File: src/rtl/tapr_pkg.sv
package tapr_pkg;

    localparam int RAW_W     = 16;
    localparam int ID_W      = 11;
    localparam int CMD_W     = 8;
    localparam int LEN_W     = 4;
    localparam int TICK_W    = 8;
    localparam int CFG_IDX_W = 1;

    localparam logic [RAW_W-1:0] HOME_RAW      = 16'd7500;
    localparam logic [CMD_W-1:0] REPLY_COMMAND = 8'd1;
    localparam logic [LEN_W-1:0] REPLY_LENGTH  = 4'd8;

    localparam logic [CFG_IDX_W-1:0] CFG_NODE_ID      = 1'b0;
    localparam logic [CFG_IDX_W-1:0] CFG_COMMAND_CODE = 1'b1;

    localparam logic FUNC_TICK  = 1'b0;
    localparam logic FUNC_FRAME = 1'b1;

    typedef enum logic [1:0] {
        S_IDLE,
        S_MUL,
        S_DIV,
        S_REPLY
    } tapr_state_t;

endpackage

File: src/rtl/two_axis_timed_position_ramp.sv
// tick: uses the shared bit-serial divider, which runs once per axis
// one transaction at a time; a read reply waits in an output register that, while stalled,
//   holds off the transaction after the next read request
// reset: positions and goals at 7500, duration and elapsed zero, node_id 8, command_code 1
module two_axis_timed_position_ramp #(
    parameter int AXES          = 2,
    parameter int FRACTION_BITS = 8
) (
    input  logic                            clk,
    input  logic                            rst_n,
    input  logic                            in_valid,
    output logic                            in_stall,
    input  logic                            func,
    input  logic                            on_channel_b,
    input  logic [tapr_pkg::ID_W-1:0]       frame_id,
    input  logic [tapr_pkg::CMD_W-1:0]      frame_command,
    input  logic                            is_remote,
    input  logic [tapr_pkg::RAW_W-1:0]      target_a,
    input  logic [tapr_pkg::RAW_W-1:0]      target_b,
    input  logic [tapr_pkg::TICK_W-1:0]     move_ticks,
    output logic                            out_valid,
    input  logic                            out_stall,
    output logic [tapr_pkg::ID_W-1:0]       reply_id,
    output logic [tapr_pkg::CMD_W-1:0]      reply_command,
    output logic [tapr_pkg::LEN_W-1:0]      reply_length,
    output logic [tapr_pkg::RAW_W-1:0]      position_a,
    output logic [tapr_pkg::RAW_W-1:0]      position_b,
    input  logic                            cfg_valid,
    output logic                            cfg_ready,
    input  logic [tapr_pkg::CFG_IDX_W-1:0]  cfg_index,
    input  logic [tapr_pkg::ID_W-1:0]       cfg_data
);
    import tapr_pkg::*;

    localparam int PW     = RAW_W + FRACTION_BITS;
    localparam int MW     = PW + TICK_W;
    localparam int AXIS_W = (AXES > 1) ? $clog2(AXES) : 1;

    localparam logic [PW-1:0] HOME_FIX = PW'(HOME_RAW) << FRACTION_BITS;

    tapr_state_t state_reg, state_next;

    logic [PW-1:0]     cur_reg   [AXES];
    logic [PW-1:0]     cur_next  [AXES];
    logic [PW-1:0]     start_reg [AXES];
    logic [PW-1:0]     start_next[AXES];
    logic [RAW_W-1:0]  goal_reg  [AXES];
    logic [RAW_W-1:0]  goal_next [AXES];
    logic [TICK_W-1:0] dur_reg, dur_next;
    logic [TICK_W-1:0] elapsed_reg, elapsed_next;
    logic [ID_W-1:0]   node_id_reg, node_id_next;
    logic [CMD_W-1:0]  cmd_reg, cmd_next;
    logic [AXIS_W-1:0] axis_reg, axis_next;
    logic [MW-1:0]     prod_reg, prod_next;
    logic              neg_reg, neg_next;
    logic              out_valid_reg, out_valid_next;
    logic [ID_W-1:0]   reply_id_reg, reply_id_next;
    logic [RAW_W-1:0]  pos_a_reg, pos_a_next;
    logic [RAW_W-1:0]  pos_b_reg, pos_b_next;
    logic [ID_W-1:0]   pend_id_reg, pend_id_next;
    logic              mul_done_reg;

    logic              accept;
    logic              match;
    logic              out_free;
    logic              load_out;
    logic [RAW_W-1:0]  raw_a;
    logic [RAW_W-1:0]  raw_b;
    logic [PW-1:0]     s_sel;
    logic [PW-1:0]     g_fix;
    logic              ramp_up;
    logic [PW-1:0]     diff_mag;
    logic [PW-1:0]     new_pos;
    logic              div_start;
    logic              div_done;
    logic [MW-1:0]     div_q;

    tapr_div #(
        .DVD_W(MW)
    ) u_div (
        .clk      (clk),
        .rst_n    (rst_n),
        .start    (div_start),
        .dividend (prod_reg),
        .divisor  (dur_reg),
        .done     (div_done),
        .quotient (div_q)
    );

    assign raw_a = cur_reg[0][PW-1:FRACTION_BITS];

    generate
        if (AXES > 1)
        begin : g_axis_b
            assign raw_b = cur_reg[1][PW-1:FRACTION_BITS];
        end
        else
        begin : g_home_b
            assign raw_b = HOME_RAW;
        end
    endgenerate

    assign in_stall  = (state_reg != S_IDLE);
    assign accept    = in_valid && !in_stall;
    assign match     = on_channel_b && (frame_id == node_id_reg) && (frame_command == cmd_reg);
    assign out_free  = !out_valid_reg || !out_stall;
    assign cfg_ready = 1'b1;

    // per-axis ramp datapath, truncating toward zero on the magnitude
    assign s_sel    = start_reg[axis_reg];
    assign g_fix    = PW'(goal_reg[axis_reg]) << FRACTION_BITS;
    assign ramp_up  = (g_fix >= s_sel);
    assign diff_mag = ramp_up ? (g_fix - s_sel) : (s_sel - g_fix);
    assign new_pos  = neg_reg ? (s_sel - div_q[PW-1:0]) : (s_sel + div_q[PW-1:0]);

    always_comb
    begin
        state_next   = state_reg;
        cur_next     = cur_reg;
        start_next   = start_reg;
        goal_next    = goal_reg;
        dur_next     = dur_reg;
        elapsed_next = elapsed_reg;
        axis_next    = axis_reg;
        prod_next    = prod_reg;
        neg_next     = neg_reg;
        pend_id_next = pend_id_reg;
        div_start    = 1'b0;
        load_out     = 1'b0;

        unique case (state_reg)
            S_IDLE:
            begin
                if (accept)
                begin
                    if (func == FUNC_TICK)
                    begin
                        if (dur_reg == '0)
                        begin
                            cur_next = start_reg;
                        end
                        else
                        begin
                            axis_next  = '0;
                            state_next = S_MUL;
                        end
                    end
                    else if (match)
                    begin
                        if (!is_remote)
                        begin
                            for (int i = 0; i < AXES; i++)
                            begin
                                start_next[i] = cur_reg[i];
                                if (i == 0)
                                    goal_next[i] = target_a;
                                else if (i == 1)
                                    goal_next[i] = target_b;
                                else
                                    goal_next[i] = HOME_RAW;
                            end
                            dur_next     = move_ticks;
                            elapsed_next = '0;
                        end
                        else
                        begin
                            pend_id_next = frame_id;
                            if (out_free)
                                load_out = 1'b1;
                            else
                                state_next = S_REPLY;
                        end
                    end
                end
            end
            S_MUL:
            begin
                prod_next  = MW'(diff_mag) * MW'(elapsed_reg);
                neg_next   = !ramp_up;
                state_next = S_DIV;
            end
            S_DIV:
            begin
                if (div_done)
                begin
                    cur_next[axis_reg] = new_pos;
                    if (axis_reg == AXIS_W'(AXES - 1))
                    begin
                        if (elapsed_reg < dur_reg)
                            elapsed_next = elapsed_reg + TICK_W'(1);
                        state_next = S_IDLE;
                    end
                    else
                    begin
                        axis_next  = axis_reg + AXIS_W'(1);
                        state_next = S_MUL;
                    end
                end
            end
            S_REPLY:
            begin
                if (out_free)
                begin
                    load_out   = 1'b1;
                    state_next = S_IDLE;
                end
            end
            default:
            begin
                state_next = S_IDLE;
            end
        endcase

        // divider is started in the first S_DIV cycle, once the product is in prod_reg
        if (state_reg == S_DIV && mul_done_reg)
            div_start = 1'b1;
    end

    // divider start pulse, raised in the cycle in which the product lands in prod_reg
    always_ff @(posedge clk or negedge rst_n)
    begin
        if (!rst_n)
            mul_done_reg <= 1'b0;
        else
            mul_done_reg <= (state_reg == S_MUL);
    end

    always_comb
    begin
        out_valid_next = out_valid_reg && out_stall;
        reply_id_next  = reply_id_reg;
        pos_a_next     = pos_a_reg;
        pos_b_next     = pos_b_reg;
        if (load_out)
        begin
            out_valid_next = 1'b1;
            reply_id_next  = (state_reg == S_REPLY) ? pend_id_reg : frame_id;
            pos_a_next     = raw_a;
            pos_b_next     = raw_b;
        end
    end

    always_comb
    begin
        node_id_next = node_id_reg;
        cmd_next     = cmd_reg;
        if (cfg_valid && cfg_ready)
        begin
            unique case (cfg_index)
                CFG_NODE_ID:      node_id_next = cfg_data;
                CFG_COMMAND_CODE: cmd_next     = cfg_data[CMD_W-1:0];
                default:          node_id_next = node_id_reg;
            endcase
        end
    end

    always_ff @(posedge clk or negedge rst_n)
    begin
        if (!rst_n)
            state_reg <= S_IDLE;
        else
            state_reg <= state_next;
    end

    always_ff @(posedge clk or negedge rst_n)
    begin
        if (!rst_n)
        begin
            for (int i = 0; i < AXES; i++)
            begin
                cur_reg[i]   <= HOME_FIX;
                start_reg[i] <= HOME_FIX;
                goal_reg[i]  <= HOME_RAW;
            end
            dur_reg       <= '0;
            elapsed_reg   <= '0;
            node_id_reg   <= ID_W'(8);
            cmd_reg       <= CMD_W'(1);
            axis_reg      <= '0;
            out_valid_reg <= 1'b0;
        end
        else
        begin
            cur_reg       <= cur_next;
            start_reg     <= start_next;
            goal_reg      <= goal_next;
            dur_reg       <= dur_next;
            elapsed_reg   <= elapsed_next;
            node_id_reg   <= node_id_next;
            cmd_reg       <= cmd_next;
            axis_reg      <= axis_next;
            out_valid_reg <= out_valid_next;
        end
    end

    always_ff @(posedge clk)
    begin
        prod_reg     <= prod_next;
        neg_reg      <= neg_next;
        pend_id_reg  <= pend_id_next;
        reply_id_reg <= reply_id_next;
        pos_a_reg    <= pos_a_next;
        pos_b_reg    <= pos_b_next;
    end

    assign out_valid     = out_valid_reg;
    assign reply_id      = reply_id_reg;
    assign reply_command = REPLY_COMMAND;
    assign reply_length  = REPLY_LENGTH;
    assign position_a    = pos_a_reg;
    assign position_b    = pos_b_reg;

endmodule

File: src/rtl/tapr_div.sv
module tapr_div #(
    parameter int DVD_W = 32
) (
    input  logic                          clk,
    input  logic                          rst_n,
    input  logic                          start,
    input  logic [DVD_W-1:0]              dividend,
    input  logic [tapr_pkg::TICK_W-1:0]   divisor,
    output logic                          done,
    output logic [DVD_W-1:0]              quotient
);
    import tapr_pkg::*;

    localparam int CNT_W = $clog2(DVD_W + 1);

    logic [DVD_W-1:0]  dvd_reg, dvd_next;
    logic [TICK_W-1:0] rem_reg, rem_next;
    logic [TICK_W-1:0] dsr_reg, dsr_next;
    logic [CNT_W-1:0]  cnt_reg, cnt_next;
    logic              busy_reg, busy_next;
    logic              done_reg, done_next;
    logic [TICK_W:0]   trial;
    logic [TICK_W:0]   trial_sub;
    logic              q_bit;

    assign trial     = {rem_reg, dvd_reg[DVD_W-1]};
    assign trial_sub = trial - {1'b0, dsr_reg};
    assign q_bit     = (trial >= {1'b0, dsr_reg});

    always_comb
    begin
        dvd_next  = dvd_reg;
        rem_next  = rem_reg;
        dsr_next  = dsr_reg;
        cnt_next  = cnt_reg;
        busy_next = busy_reg;
        done_next = 1'b0;
        if (start)
        begin
            dvd_next  = dividend;
            rem_next  = '0;
            dsr_next  = divisor;
            cnt_next  = CNT_W'(DVD_W);
            busy_next = 1'b1;
        end
        else if (busy_reg)
        begin
            // one quotient bit per cycle, shifted into the dividend register
            dvd_next = {dvd_reg[DVD_W-2:0], q_bit};
            rem_next = q_bit ? trial_sub[TICK_W-1:0] : trial[TICK_W-1:0];
            cnt_next = cnt_reg - CNT_W'(1);
            if (cnt_reg == CNT_W'(1))
            begin
                busy_next = 1'b0;
                done_next = 1'b1;
            end
        end
    end

    always_ff @(posedge clk or negedge rst_n)
    begin
        if (!rst_n)
        begin
            busy_reg <= 1'b0;
            done_reg <= 1'b0;
            cnt_reg  <= '0;
        end
        else
        begin
            busy_reg <= busy_next;
            done_reg <= done_next;
            cnt_reg  <= cnt_next;
        end
    end

    always_ff @(posedge clk)
    begin
        dvd_reg <= dvd_next;
        rem_reg <= rem_next;
        dsr_reg <= dsr_next;
    end

    assign done     = done_reg;
    assign quotient = dvd_reg;

endmodule
File: config.mk
export PLATFORM = sky130hd
export DESIGN_NAME = two_axis_timed_position_ramp
export DESIGN_NICKNAME = d
export VERILOG_FILES = /design/src/rtl/tapr_pkg.sv /design/src/rtl/two_axis_timed_position_ramp.sv /design/src/rtl/tapr_div.sv
export SDC_FILE = /design/constraint.sdc
export NUM_CORES = 1
export LEC_CHECK = 0
export BUFFER_PORTS_ARGS = -buffer_cell sky130_fd_sc_hd__buf_2
export CORE_ASPECT_RATIO = 0.5
export CORE_MARGIN = 2
export CORE_UTILIZATION = 45
export DETAILED_ROUTE_END_ITERATION = 12
export GPL_ROUTABILITY_DRIVEN = 1
export SLEW_MARGIN = 15
export SYNTH_ARGS = -nofsm -noshare
export SYNTH_HDL_FRONTEND = slang
export SYNTH_SLANG_ARGS = --single-unit
File: constraint.sdc
create_clock -name clk -period 12.5 [get_ports clk]
set_input_delay 2.5 -clock clk [delete_from_list [all_inputs] [get_ports clk]]
set_output_delay 2.5 -clock clk [all_outputs]
set_load 0.05 [all_outputs]
# == After elaboration in Yosys (flattened, before gate mapping) ==
# Cells that the tools add are included.
# classes
mux,60
eq_ne,21
n_bitwise,3
multipliers,1
add_sub_neg,8
reduce_logical,24
magnitude_cmp,5
# ops
operator,n
$mux W48,4
$mux W24,6
$pmux W48 S2,1
$sub A24 B24 Y24,3
$mux W32,2
$mux W8,8
$bwmux W48,1
$mux W16,3
$mul A24 B8 Y32,1
$add A24 B24 Y24,1
$demux W24 S1,1
$ge A24 B24 Y1,1
$ne A2 B2 Y1 const B,10
$reduce_and A5 Y1,4
$mux W1,19
$mux W2,8
$pmux W8 S2,1
$mux W6,2
$ne A3 B3 Y1 const B,4
$eq A11 B11 Y1,1
$mux W11,1
$ge A9 B8 Y1,1
$add A8 B1 Y8 const B,1
$eq A8 B8 Y1,1
other kinds (23),37
# word_totals
output_inout_bits,58
input_bits,79
reg_bits,311
wordCells,148

# == Depth between registers and ports, before layout ==
# Gate-level depths: netlist of the first run.
# logic_depth
ltp_word,9
depth_mapped,37
ltp_nobuf,31

# == Hierarchy ==
# A second synthesis of the first run with hierarchy kept.
# unflattened
hier_cells,2200
area_unflattened_um2,23063.4
# modules_own_cells
module,area_per_inst_um2,instances,cells_per_inst,seq_area_each_um2
two_axis_timed_position_ramp,20355.8,1,1996,6871.6
tapr_div,2707.6,1,204,1561.5

# == Worst setup path before layout of the first run ==
# No wires, ideal clock.
# synth_timing
kind,register to register
start,register axis_reg
end,"register prod_reg[28], data pin"
setup_time_ps,258
arrival_time_ps,8209
path_stages_with_launch,33
period_less_slack_ps,8467
slack_ps,4033
n_path_buf,6
t_required_ps,12242
cell_sequence,dfrtp_1 buf_4 clkbuf_1 clkbuf_1 buf_1 mux2i_1 inv_1 ha_1 buf_2 a21o_1 o21bai_1 a311oi_2 nand2_4 buf_2 a21oi_1 nand2b_1 fa_1 fa_1 inv_1 fa_1 inv_1 fa_1 inv_1 ha_1 or4_1 o21ai_0 o21ba_2 a211oi_1 nor2_1 a21oi_1 o32ai_1 a21oi_1 xnor2_1
# synth_between
elab_chain_len,7
word_cells_on_any_way,12
cone_classes,add/sub (2); mul (1); order compare (1); mux (7); bitwise (1)
# synth_rtl
item,line_no,rtl
from (decl),two_axis_timed_position_ramp.sv:53,"logic [AXIS_W-1:0] axis_reg, axis_next;"
from (signal assigned),two_axis_timed_position_ramp.sv:291,axis_reg <= axis_next;
$not A1 Y2 (not written as such) *,"two_axis_timed_position_ramp.sv:110, two_axis_timed_position_ramp.sv:111",
$mux W24 (not written as such) / $mux W16 (equally long branches) (3 in a row),"two_axis_timed_position_ramp.sv:110, two_axis_timed_position_ramp.sv:111",
$sub A24 B24 Y24 / $ge A24 B24 Y1 (equally long branches),"two_axis_timed_position_ramp.sv:113, two_axis_timed_position_ramp.sv:112",
$mux W24 *,two_axis_timed_position_ramp.sv:113,assign diff_mag = ramp_up ? (g_fix - s_sel) : (s_sel - g_fix);
$mul A24 B8 Y32 *,two_axis_timed_position_ramp.sv:178,prod_next = MW'(diff_mag) * MW'(elapsed_reg);
to (signal assigned),two_axis_timed_position_ramp.sv:298,prod_reg <= prod_next;
to (decl),two_axis_timed_position_ramp.sv:54,"logic [MW-1:0] prod_reg, prod_next;"
# Every way passes the cells marked *; elsewhere a longest branch is shown, timed or not. The select of a mux whose other input is x is not followed.
# A chain may end at the register's enable or synchronous reset.

# == Worst setup path in the final report of the first run ==
# layout_timing
start,register axis_reg
end,"register prod_reg[31], data pin"
# Same word-level chain as after synthesis.

==> results.md, run 1 <==
- Status: finished clean
- Finished Layout Cells: 2998
- Row count: 58
- Max clock buf depth: 3
- RD Place Congestion: 0.920
- CTS HTree Levels: 1
- GRT overflow: 0
- Synth cell types: 79
- Area Overhead vs Synth: 10.2%
- Mux cell area share after synthesis: 8.44%
- Async S/R FF share, synth: 56.6%
- Die H: 163 microns
- Die footprint: 52200 sq um
- R2R Path Start: axis_reg
- Worst Hold Class: flop to flop
- Wire per inst: 18.8 microns
- Synth warn: 0
- CTS Hold Bufs: 0
- DRC viols: 0
- Slew at the pin with the worst max-slew slack: 1.18 ns
- Largest family of logic cells by synthesized area: adder cells
- Final setup skew: 0.0278 ns
- Max-cap violations: 0
- Die Width: 321 microns
- Period utilization: 73.7%
- Pre-CTS WS: 3.38 ns
- Slew headroom: 20.4%
- Crit. End Element: flop
- Final worst slack: 3.29 ns
- # placed instances: 2940
- Setup_tns: 0 ns
- Achievable Freq: 0.109 GHz
- Startpoint types: flop
- Sink Count: 311
- Total I/O pin count: 137
- Area of the mapped netlist: 22600 sq um
- Seq/Total Area, Yosys: 37.3%
- CP startpoint: axis_reg
- GRT Total Usage: 21.9%
- Fraction of the mapped netlist area in adder cells: 19.1%
- Via density per instance: 5.42
- CTS tree: done
- N_diodes: 0
- RSZ-0062 raised after global routing: false
- Post-synth EDFFs: 127
- Vias in the first global route: 16000
- Compound-Gate Fraction of Synth Area: 10.7%
- Flops & latches, synth: 311
- Hold Crit Start: u_div.rem_reg[7]
- Tmin final: 9.21 ns
- Remaining antenna violation count: 0
- Largest net degree at the start of global routing: 70
- Critical path peak fanout: 40
- Crit Path Class: flop to flop
- Slew Limit Fails: 0
- Clk_lat worst skew: 0.60 ns
- Via count: 16200
- Drt pass-1 iters: 7
- Layout net count: 2657
- Ranking of synthesized cells by area: edfxtp_1 (17%), dfrtp_1 (15%), fa_1 (12%), ha_1 (7.2%), mux2_2 (6.3%)
- First-pass GRT wire length: 90.1 mm
- Post-CTS sizing: 0
- Hold Fails Final Rpt: 0
- Initial Util: 45.3%
- Layout cells sized above 1: 16.9%
- Input/output buffers: 123
- Final setup fails: 0
- Post-CTS Setup Repair Bufs: 0
- Synth Area in Simple Gates: 14.3%
- Critical path arrival: 9.55 ns
- Fill count: 4684
- Top FF cell, synth: dfrtp_1
- CTS Buf Count: 31
- Post-Syn Area per Cell: 10.2 sq um
- Power Density: 84.2 nW/um^2
- Critical Path RT: 12.84 ns
- Post-synth top area share: 16.9%
- Root buffer cell: clkbuf_16
- Starting DRT DRC Count: 1163
- Clk pin slew, worst setup/hold paths: 0.07 ns
- Largest area contributor in the synthesized netlist: edfxtp_1
- Core Area: 49900 sq um
- Synth Area in XOR/XNOR: 4.63%
- Leakage: 0.0121 uW
- Post-DP HPWL: 42.1 mm
- Initial antenna violation count: 0
- Post-route cell area: 24900 sq um
- Mapped Cells: 2224
- Routed WL: 56.4 mm
- DP Area: 23900 sq um
- Maximum vdd drop: 0.0932 mV
[cells by family (layout without fill, tap and decap cells)]
| kind of cell | after synthesis | in the layout |
|---|---|---|
| flops | 311 | 311 |
| simple gates | 651 | 651 |
| mux | 174 | 174 |
| compound gates | 389 | 389 |
| fa+ha+maj | 265 | 265 |
| other cells | 2 | 13 |
| xor+xnor | 118 | 118 |
| buf+inv | 314 | 417 |
[final cells by class]
class	instances	area (sq um)	share of cell area, %
Clock buffer	41	885	3.55
Clock inverter	17	166	0.668
Inverter	216	811	3.25
Multi-Input combinational cell	1610	13000	52.3
Sequential cell	311	8440	33.8
Tap cell	660	826	3.31
Timing Repair Buffer	143	774	3.11
[report_power, final]
group / total, uW / internal [uW] / leakage, uW / switching (uW)
clock network: 968 / 543 / 0.000515 / 425
registers: 1070 / 1070 / 0.00346 / 6.09
logic: 57.8 / 23.7 / 0.00816 / 34.1
[cells in the mapped netlist, types with 8 or more instances]
cell type	number
inv_1	213
nand2_1	193
nor2_1	137
fa_1	135
dfrtp_1	132
a21oi_1	131
ha_1	130
edfxtp_1	127
mux2_2	126
and2_1	123
o21ai_0	80
clkbuf_1	72
xnor2_1	68
xor2_1	48
mux2i_1	46
dfstp_2	44
nor2b_1	44
a21o_1	39
nor3_1	37
nand3_1	32
o22ai_1	24
a211oi_1	19
o21a_1	18
nand2b_1	17
buf_4	14
o21bai_1	14
nand4_1	10
or3_1	10
and3_1	9
or4_1	9
dfxtp_1	8
nor4_1	8
[path summary, 6_finish.rpt]
path,cells past startpoint,endpoint,slack [ns]
setup / recovery,27,prod_reg[31],3.29
hold reg to reg,2,u_div.rem_reg[7],0.47
min in group asynchronous,1,u_div.cnt_reg[3],1.90
max in group asynchronous,3,goal_reg[5],8.61
setup reg to reg,27,prod_reg[31],3.29
hold / removal,2,u_div.rem_reg[7],0.47
[routing by layer]
layer | GRT usage (%) | vias up | share of wire, %
met5 | 0 | - | 0
met4 | 4.46 | 0 | 2.0
met3 | 3.84 | 62 | 6.3
met2 | 32.5 | 416 | 42
met1 | 33.4 | 8073 | 49
li1 | - | 7695 | -
[critical path, cell delays in order, from the launching register on]
cell and delay, ns:
dfrtp_4 0.75, buf_4 0.62, mux2i_1 0.45, ha_1 0.41, a21o_1 0.23, o21bai_1 0.17
a311oi_2 0.50, nand2_4 0.30, o311ai_0 0.21, o21ai_0 0.18, xnor2_1 0.75, and2_1 0.25
fa_1 0.44, fa_1 0.51, fa_1 0.56, inv_1 0.06, fa_1 0.56, inv_1 0.05
ha_1 0.33, a21o_1 0.19, a21o_1 0.17, a21oi_1 0.13, inv_1 0.06, o21bai_1 0.17
o2bb2ai_1 0.19, o21ai_0 0.20, a221oi_1 0.34, xnor2_1 0.09
[per-stage QoR]
stage | hold slack (ns) | power (uW) | utilization [%]
after floorplan | 0.421 | 1120 | -
after global placement | 0.450 | 1150 | 47.8
after detailed placement | 0.468 | 1150 | 47.8
after CTS | 0.477 | 2120 | 49.9
after global routing | 0.508 | 2170 | 49.9
final | 0.472 | 2100 | 49.9
[cell usage in the layout, fill, tap and decap left out, types with 36 or more instances in the layout]
cell | netlist | routed
fa_1 | 135 | 135
ha_1 | 130 | 129
o21ai_0 | 80 | 80
dfstp_2 | 44 | 44
inv_1 | 213 | 213
buf_2 | 4 | 122
a21o_1 | 39 | 39
a21oi_1 | 131 | 130
nor2_1 | 137 | 136
mux2_2 | 126 | 126
nand2_1 | 193 | 192
xnor2_1 | 68 | 68
nor2b_1 | 44 | 44
xor2_1 | 48 | 48
and2_1 | 123 | 123
nor3_1 | 37 | 36
mux2i_1 | 46 | 46
edfxtp_1 | 127 | 127
dfrtp_1 | 132 | 131
(Power assumes the default switching activity.)
==> run 2, diff against run 1 <==
==> constraint.sdc (replaced) <==
create_clock -name clk -period 8.37 [get_ports clk]
set_input_delay 1.674 -clock clk [delete_from_list [all_inputs] [get_ports clk]]
set_output_delay 1.674 -clock clk [all_outputs]
set_load 0.05 [all_outputs]
==> results.md, run 2 (synthesized netlist as in run 1, its figures left out) <==
- Status: finished clean
- Power Density: 123 nW/um^2 (+46%)
- Sink Count: 311 (unchanged)
- Post-DP HPWL: 41.9 mm (-0.53%)
- Maximum vdd drop: 0.151 mV (+62%)
- Max clock buf depth: 3 (unchanged)
- DP Area: 24100 sq um (+1.0%)
- Wire per inst: 18.6 microns (-0.94%)
- Row count: 58 (unchanged)
- CP max stage delay: 0.85 ns (+0.10 ns)
- DRC viols: 0 (unchanged)
- Grt met1 use: 33.3% (-0.091 points)
- Initial antenna violation count: 0 (unchanged)
- Met3 global-route usage: 2.85% (-0.99 points)
- Clk pin slew, worst setup/hold paths: 0.06 ns (about the same)
- Largest net degree at the start of global routing: 100 (+43%)
- Tmin final: 8.04 ns (-1.17 ns)
- Root buffer cell: clkbuf_16
- R2R Path Start: axis_reg
- Worst hold endpoint: u_div.rem_reg[7]
- Die footprint: 52200 sq um (unchanged)
- Slew at the pin with the worst max-slew slack: 1.14 ns (-0.0415 ns)
- Remaining antenna violation count: 0 (unchanged)
- CTS HTree Levels: 1 (unchanged)
- Hold Crit Start: u_div.rem_reg[7]
- Worst Hold Path Cells: 2 (unchanged)
- Leakage: 0.0123 uW (+1.4%)
- Commonest cells after routing, fill and taps aside: inv_1 (213), nand2_1 (192), nor2_1 (137)
- Critical path peak fanout: 18 (-55%)
- Final setup skew: 0.0292 ns (+0.00136 ns)
- Final setup fails: 0 (unchanged)
- CTS Buf Count: 30 (-3.2%)
- Crit. End Element: flop
- GRT Total Usage: 21.8% (-0.073 points)
- Achievable Freq: 0.124 GHz (+15%)
- RSZ-0062 raised after global routing: false
- First-pass GRT wire length: 90.5 mm (+0.39%)
- Via count: 16400 (+0.81%)
- Period utilization: 96.0% (+22 points)
- Drt pass-1 iters: 6 (-1)
- Busiest grt layer: met2
- Leading cell type in the layout, fill and taps excluded: inv_1
- Vias in the first global route: 16100 (+0.90%)
- Final core occ: 50.7% (+0.73 points)
- R2R Path End: prod_reg[31]
- Layout net count: 2691 (+1.3%)
- GRT overflow: 0 (unchanged)
- Hold Fails Final Rpt: 0 (unchanged)
- Max-cap violations: 0 (unchanged)
- Clk_lat worst skew: 0.60 ns (about the same)
- Slew headroom: 24.0% (+3.5 points)
- Layout cells sized above 1: 18.6% (+1.7 points)
- Via density per instance: 5.40 (-0.32%)
- Area Overhead vs Synth: 11.8%
- Critical Path RT: 8.69 ns (-4.15 ns)
- Slew Limit Fails: 0 (unchanged)
- Core Area: 49900 sq um (unchanged)
- Die Width: 321 microns (unchanged)
- Register-to-Register Path Depth: 26 (-3.7%)
- Fill count: 4631 (-1.1%)
- Initial Util: 45.3% (unchanged)
- Post-route cell area: 25300 sq um (+1.5%)
- Total I/O pin count: 137 (unchanged)
- Critical path arrival: 8.35 ns (-1.20 ns)
- CTS tree: done
- Worst path bufs/invs: 4 (unchanged)
- Routed WL: 56.5 mm (+0.19%)
- Crit-path slowest cell: xnor2_1
- Crit Path Class: flop to flop
- Met2 Resource Use GR: 33.8% (+1.3 points)
- R2R Setup Slk: 0.33 ns (-2.96 ns)
- Die H: 163 microns (unchanged)
- Worst Hold Class: flop to flop
- Crit path depth: 26 (-3.7%)
- Setup_tns: 0 ns (unchanged)
- RD Place Congestion: 0.962 (+4.5%)
- Worst path most repeated cell: fa_1
- Input/output buffers: 123 (unchanged)
- Cell family with most CP delay: adder cells
- Startpoint types: flop
- Starting DRT DRC Count: 1268 (+9.0%)
==> run 2: worst reg2reg max path: stages, from the launching register on <==
cell and delay (ns):
dfrtp_4 0.57, mux2i_1 0.32, inv_1 0.08, ha_2 0.40, and2_1 0.23, nand4_1 0.21, nor4_4 0.37, o21ai_2 0.12
nand2_4 0.14, buf_4 0.24, o21ai_0 0.15, xnor2_1 0.85, and2_1 0.26, fa_1 0.44, fa_1 0.52, fa_1 0.54
inv_1 0.05, fa_1 0.52, inv_1 0.04, ha_1 0.38, a21o_1 0.19, a21o_1 0.17, a21o_1 0.18, a21oi_1 0.17
o21ai_0 0.17, a221oi_1 0.35, xnor2_1 0.11
==> run 2: worst max path at each step <==
stage             start      endpoint  slack [ns]
5_1_grt        axis_reg  prod_reg[31]       0.003
3_3_place_gp   axis_reg  prod_reg[31]        0.29
4_1_cts        axis_reg  prod_reg[31]        0.17
6_report       axis_reg  prod_reg[31]        0.33
2_1_floorplan  axis_reg  prod_reg[28]        0.10
3_5_place_dp   axis_reg  prod_reg[31]        0.24
==> run 2: final cells by class <==
cell class | instances | area (sq um) | share of cell area [%]
Antenna cell | 1 | 2.50 | 0.00989
Clock buffer | 39 | 900 | 3.56
Clock inverter | 17 | 145 | 0.574
Inverter | 216 | 811 | 3.21
Multi-Input combinational cell | 1610 | 13100 | 51.8
Sequential cell | 311 | 8440 | 33.4
Tap cell | 660 | 826 | 3.26
Timing Repair Buffer | 178 | 1070 | 4.23
==> run 2: power breakdown <==
group          switching, uW  internal [uW]  total, uW
clock network            627            796       1420
registers               8.88           1590       1600
logic                   50.9           35.1       86.0
==> run 2: repair_timing <==
item,in CTS,in global routing
resized for setup,0,15
buffers inserted,0,5
endpoints found under the setup margin,0,10
hold buffers,0,0
==> run 2: metrics by stage <==
| step | power (uW) | hold slack [ns] | setup WS (ns) | instances |
|---|---|---|---|---|
| after detailed placement | 1720 | 0.451 | 0.237 | 2970 |
| after CTS | 3150 | 0.463 | 0.173 | 3026 |
| after floorplan | 1680 | 0.421 | 0.105 | 2235 |
| after global routing | 3220 | 0.494 | 0.00324 | 3031 |
| after global placement | 1720 | 0.445 | 0.286 | 2970 |
| final | 3110 | 0.456 | 0.332 | 3032 |
==> run 2: layer usage <==
layer  part of all wire (%)  vias to the layer above
li1                       -                     7769
met2                     44                      420
met5                      0                        -
met3                    5.2                       54
met1                     49                     8135
met4                    1.6                        0
==> run 3, diff against run 2 <==
--- a/config.mk
+++ b/config.mk
@@ -11,7 +11,9 @@
 export CORE_UTILIZATION = 45
 export DETAILED_ROUTE_END_ITERATION = 12
 export GPL_ROUTABILITY_DRIVEN = 1
-export SLEW_MARGIN = 15
+export PLACE_DENSITY_LB_ADDON = 0.12
+export SETUP_SLACK_MARGIN = 0.02
+export SLEW_MARGIN = 10
 export SYNTH_ARGS = -nofsm -noshare
 export SYNTH_HDL_FRONTEND = slang
 export SYNTH_SLANG_ARGS = --single-unit
==> results.md, run 3 (synthesized netlist as in run 1, its figures left out) <==
- Status: finished clean
- Area Overhead vs Synth: 11.7% (about the same)
- Period utilization: 93.3% (-2.7 points)
- Post-route cell area: 25300 sq um (about the same)
- CTS Hold Bufs: 0 (unchanged)
- Die footprint: 52200 sq um (unchanged)
- Crit. End Element: flop
- Critical path arrival: 8.15 ns (-0.20 ns)
- Sequential power share: 51.2% (-0.3 points)
- Commonest cells after routing, fill and taps aside: inv_1 (213), nand2_1 (192), nor2_1 (137)
- Via density per instance: 5.40 (-0.11%)
- Total I/O pin count: 137 (unchanged)
- Final core occ: 50.6% (about the same)
- Slew headroom: 26.7% (+2.8 points)
- Slew Limit Fails: 0 (unchanged)
- Clock share of power: 46.1% (+0.4 points)
- Input/output buffers: 123 (unchanged)
- Leading cell type in the layout, fill and taps excluded: inv_1
- CTS Buf Count: 30 (unchanged)
- Footprint of the multi-input gates: 13000 sq um (-0.59%)
- Power Density: 124 nW/um^2 (+0.76%)
- Startpoint types: flop
- Finished Layout Cells: 3043 (+0.36%)
- Root buffer cell: clkbuf_16
- Worst Hold Class: flop to flop
- Max clock buf depth: 3 (unchanged)
- Crit-path slowest cell: fa_1
- Critical path peak fanout: 10 (-8)
- Drt pass-1 iters: 5 (-1)
- RSZ-0062 raised after global routing: false
- Hold Crit Start: u_div.rem_reg[7]
- Final setup fails: 0 (unchanged)
- Wire per inst: 19.0 microns (+2.2%)
- Critical Path RT: 8.71 ns (+0.02 ns)
- Gate power share: 2.8% (about the same)
- Sw Share: 22.3% (+0.20 points)
- Maximum vdd drop: 0.157 mV (+3.6%)
- Internal power: 2440 uW (+0.45%)
- Layout cells sized above 1: 18.4% (-0.22 points)
- Final setup skew: 0.0145 ns (-0.0147 ns)
- Die Width: 321 microns (unchanged)
- Tmin final: 7.81 ns (-0.226 ns)
- Clk pin slew, worst setup/hold paths: 0.07 ns (about the same)
- Setup_tns: 0 ns (unchanged)
- Post-DP HPWL: 43.2 mm (+3.2%)
- Routed WL: 57.9 mm (+2.6%)
- GRT overflow: 0 (unchanged)
- CP max stage delay: 0.56 ns (-0.29 ns)
- Initial antenna violation count: 0 (unchanged)
- R2R Path Start: axis_reg
- Remaining antenna violation count: 0 (unchanged)
- CTS HTree Levels: 1 (unchanged)
- Reg area: 8440 sq um (unchanged)
- RD Place Congestion: 0.941 (-2.2%)
- Core Area: 49900 sq um (unchanged)
- Die H: 163 microns (unchanged)
- Hold Fails Final Rpt: 0 (unchanged)
- Row count: 58 (unchanged)
- CP startpoint: axis_reg
- Layout net count: 2703 (+0.45%)
- CTS tree: done
- Net Sw Power: 697 uW (+1.6%)
- Vias in the first global route: 16300 (+0.95%)
- Max-cap violations: 0 (unchanged)
- # placed instances: 2982 (+0.40%)
- Achievable Freq: 0.128 GHz (+2.9%)
- Leakage: 0.0124 uW (+0.40%)
- Via count: 16400 (+0.26%)
- Crit Path Class: flop to flop
- Initial Util: 45.3% (unchanged)
- DRC viols: 0 (unchanged)
- Clk_lat worst skew: 0.60 ns (about the same)
- N_diodes: 0 (-1)
- Slew at the pin with the worst max-slew slack: 1.10 ns (-0.0395 ns)
- Largest net degree at the start of global routing: 80 (-20%)
- GRT Total Usage: 22.6% (+0.78 points)
- Fill count: 4655 (+0.52%)
- First-pass GRT wire length: 92.6 mm (+2.4%)
- DP Area: 24200 sq um (+0.32%)
- Starting DRT DRC Count: 1162 (-8.4%)
- Sink Count: 311 (unchanged)
[run 3: per-layer routing]
layer  up-vias  track usage, %  wire (microns)
met1      8189            34.8           29100
met3        60            4.04            3320
li1       7791               -               -
met2       380            33.4           24500
met5         -               0               0
met4         0            4.14            1050
[run 3: timing repair]
item,4_1_cts,5_1_grt
endpoints found under the setup margin,0,10
buffers inserted,0,5
gates resized for setup,0,0
hold endpoints to repair,0,0
[run 3: per-stage QoR]
stage | total power [uW] | hold slack, ns | worst slack, ns
after floorplan | 1680 | 0.421 | 0.105
after global placement | 1720 | 0.443 | 0.322
after detailed placement | 1720 | 0.445 | 0.234
after CTS | 3180 | 0.458 | 0.184
after global routing | 3250 | 0.502 | 0.0183
final | 3130 | 0.458 | 0.558
[run 3: worst paths after layout]
kind / end / slack [ns] / cells past startpoint
worst max-delay path: prod_reg[31] / 0.56 / 31
worst min-delay path: u_div.rem_reg[7] / 0.46 / 2
worst max register to register: prod_reg[31] / 0.56 / 31
worst min register to register: u_div.rem_reg[7] / 0.46 / 2
max in group asynchronous: axis_reg / 5.91 / 2
min in group asynchronous: dur_reg[2] / 1.08 / 1
[run 3: layout make-up]
type / count / share of cell area, %
inverters: 216 / 3.21
clock inverters: 18 / 0.891
well taps: 660 / 3.27
flip-flops and latches: 311 / 33.4
clock buffers: 38 / 3.17
repair buffers: 190 / 4.56
multi-input cells: 1610 / 51.5
[run 3: worst max-delay path: cells and delay by family (launching register included)]
family	cells	cell delay, ns
mux	1	0.23
xor+xnor	2	0.25
buf+inv	8	0.85
simple gates	4	0.93
compound gates	10	1.87
flops	1	0.54
fa+ha+maj	6	2.87
[run 3: power by group through the flow]
stage | registers, uW | logic (uW) | clock network (uW)
final | 1600 | 86.6 | 1440
after global routing | 1600 | 96.6 | 1550
after CTS | 1600 | 89.3 | 1480
after detailed placement | 1630 | 88.8 | 0
after global placement | 1630 | 87.4 | 0
after floorplan | 1630 | 47.3 | 0
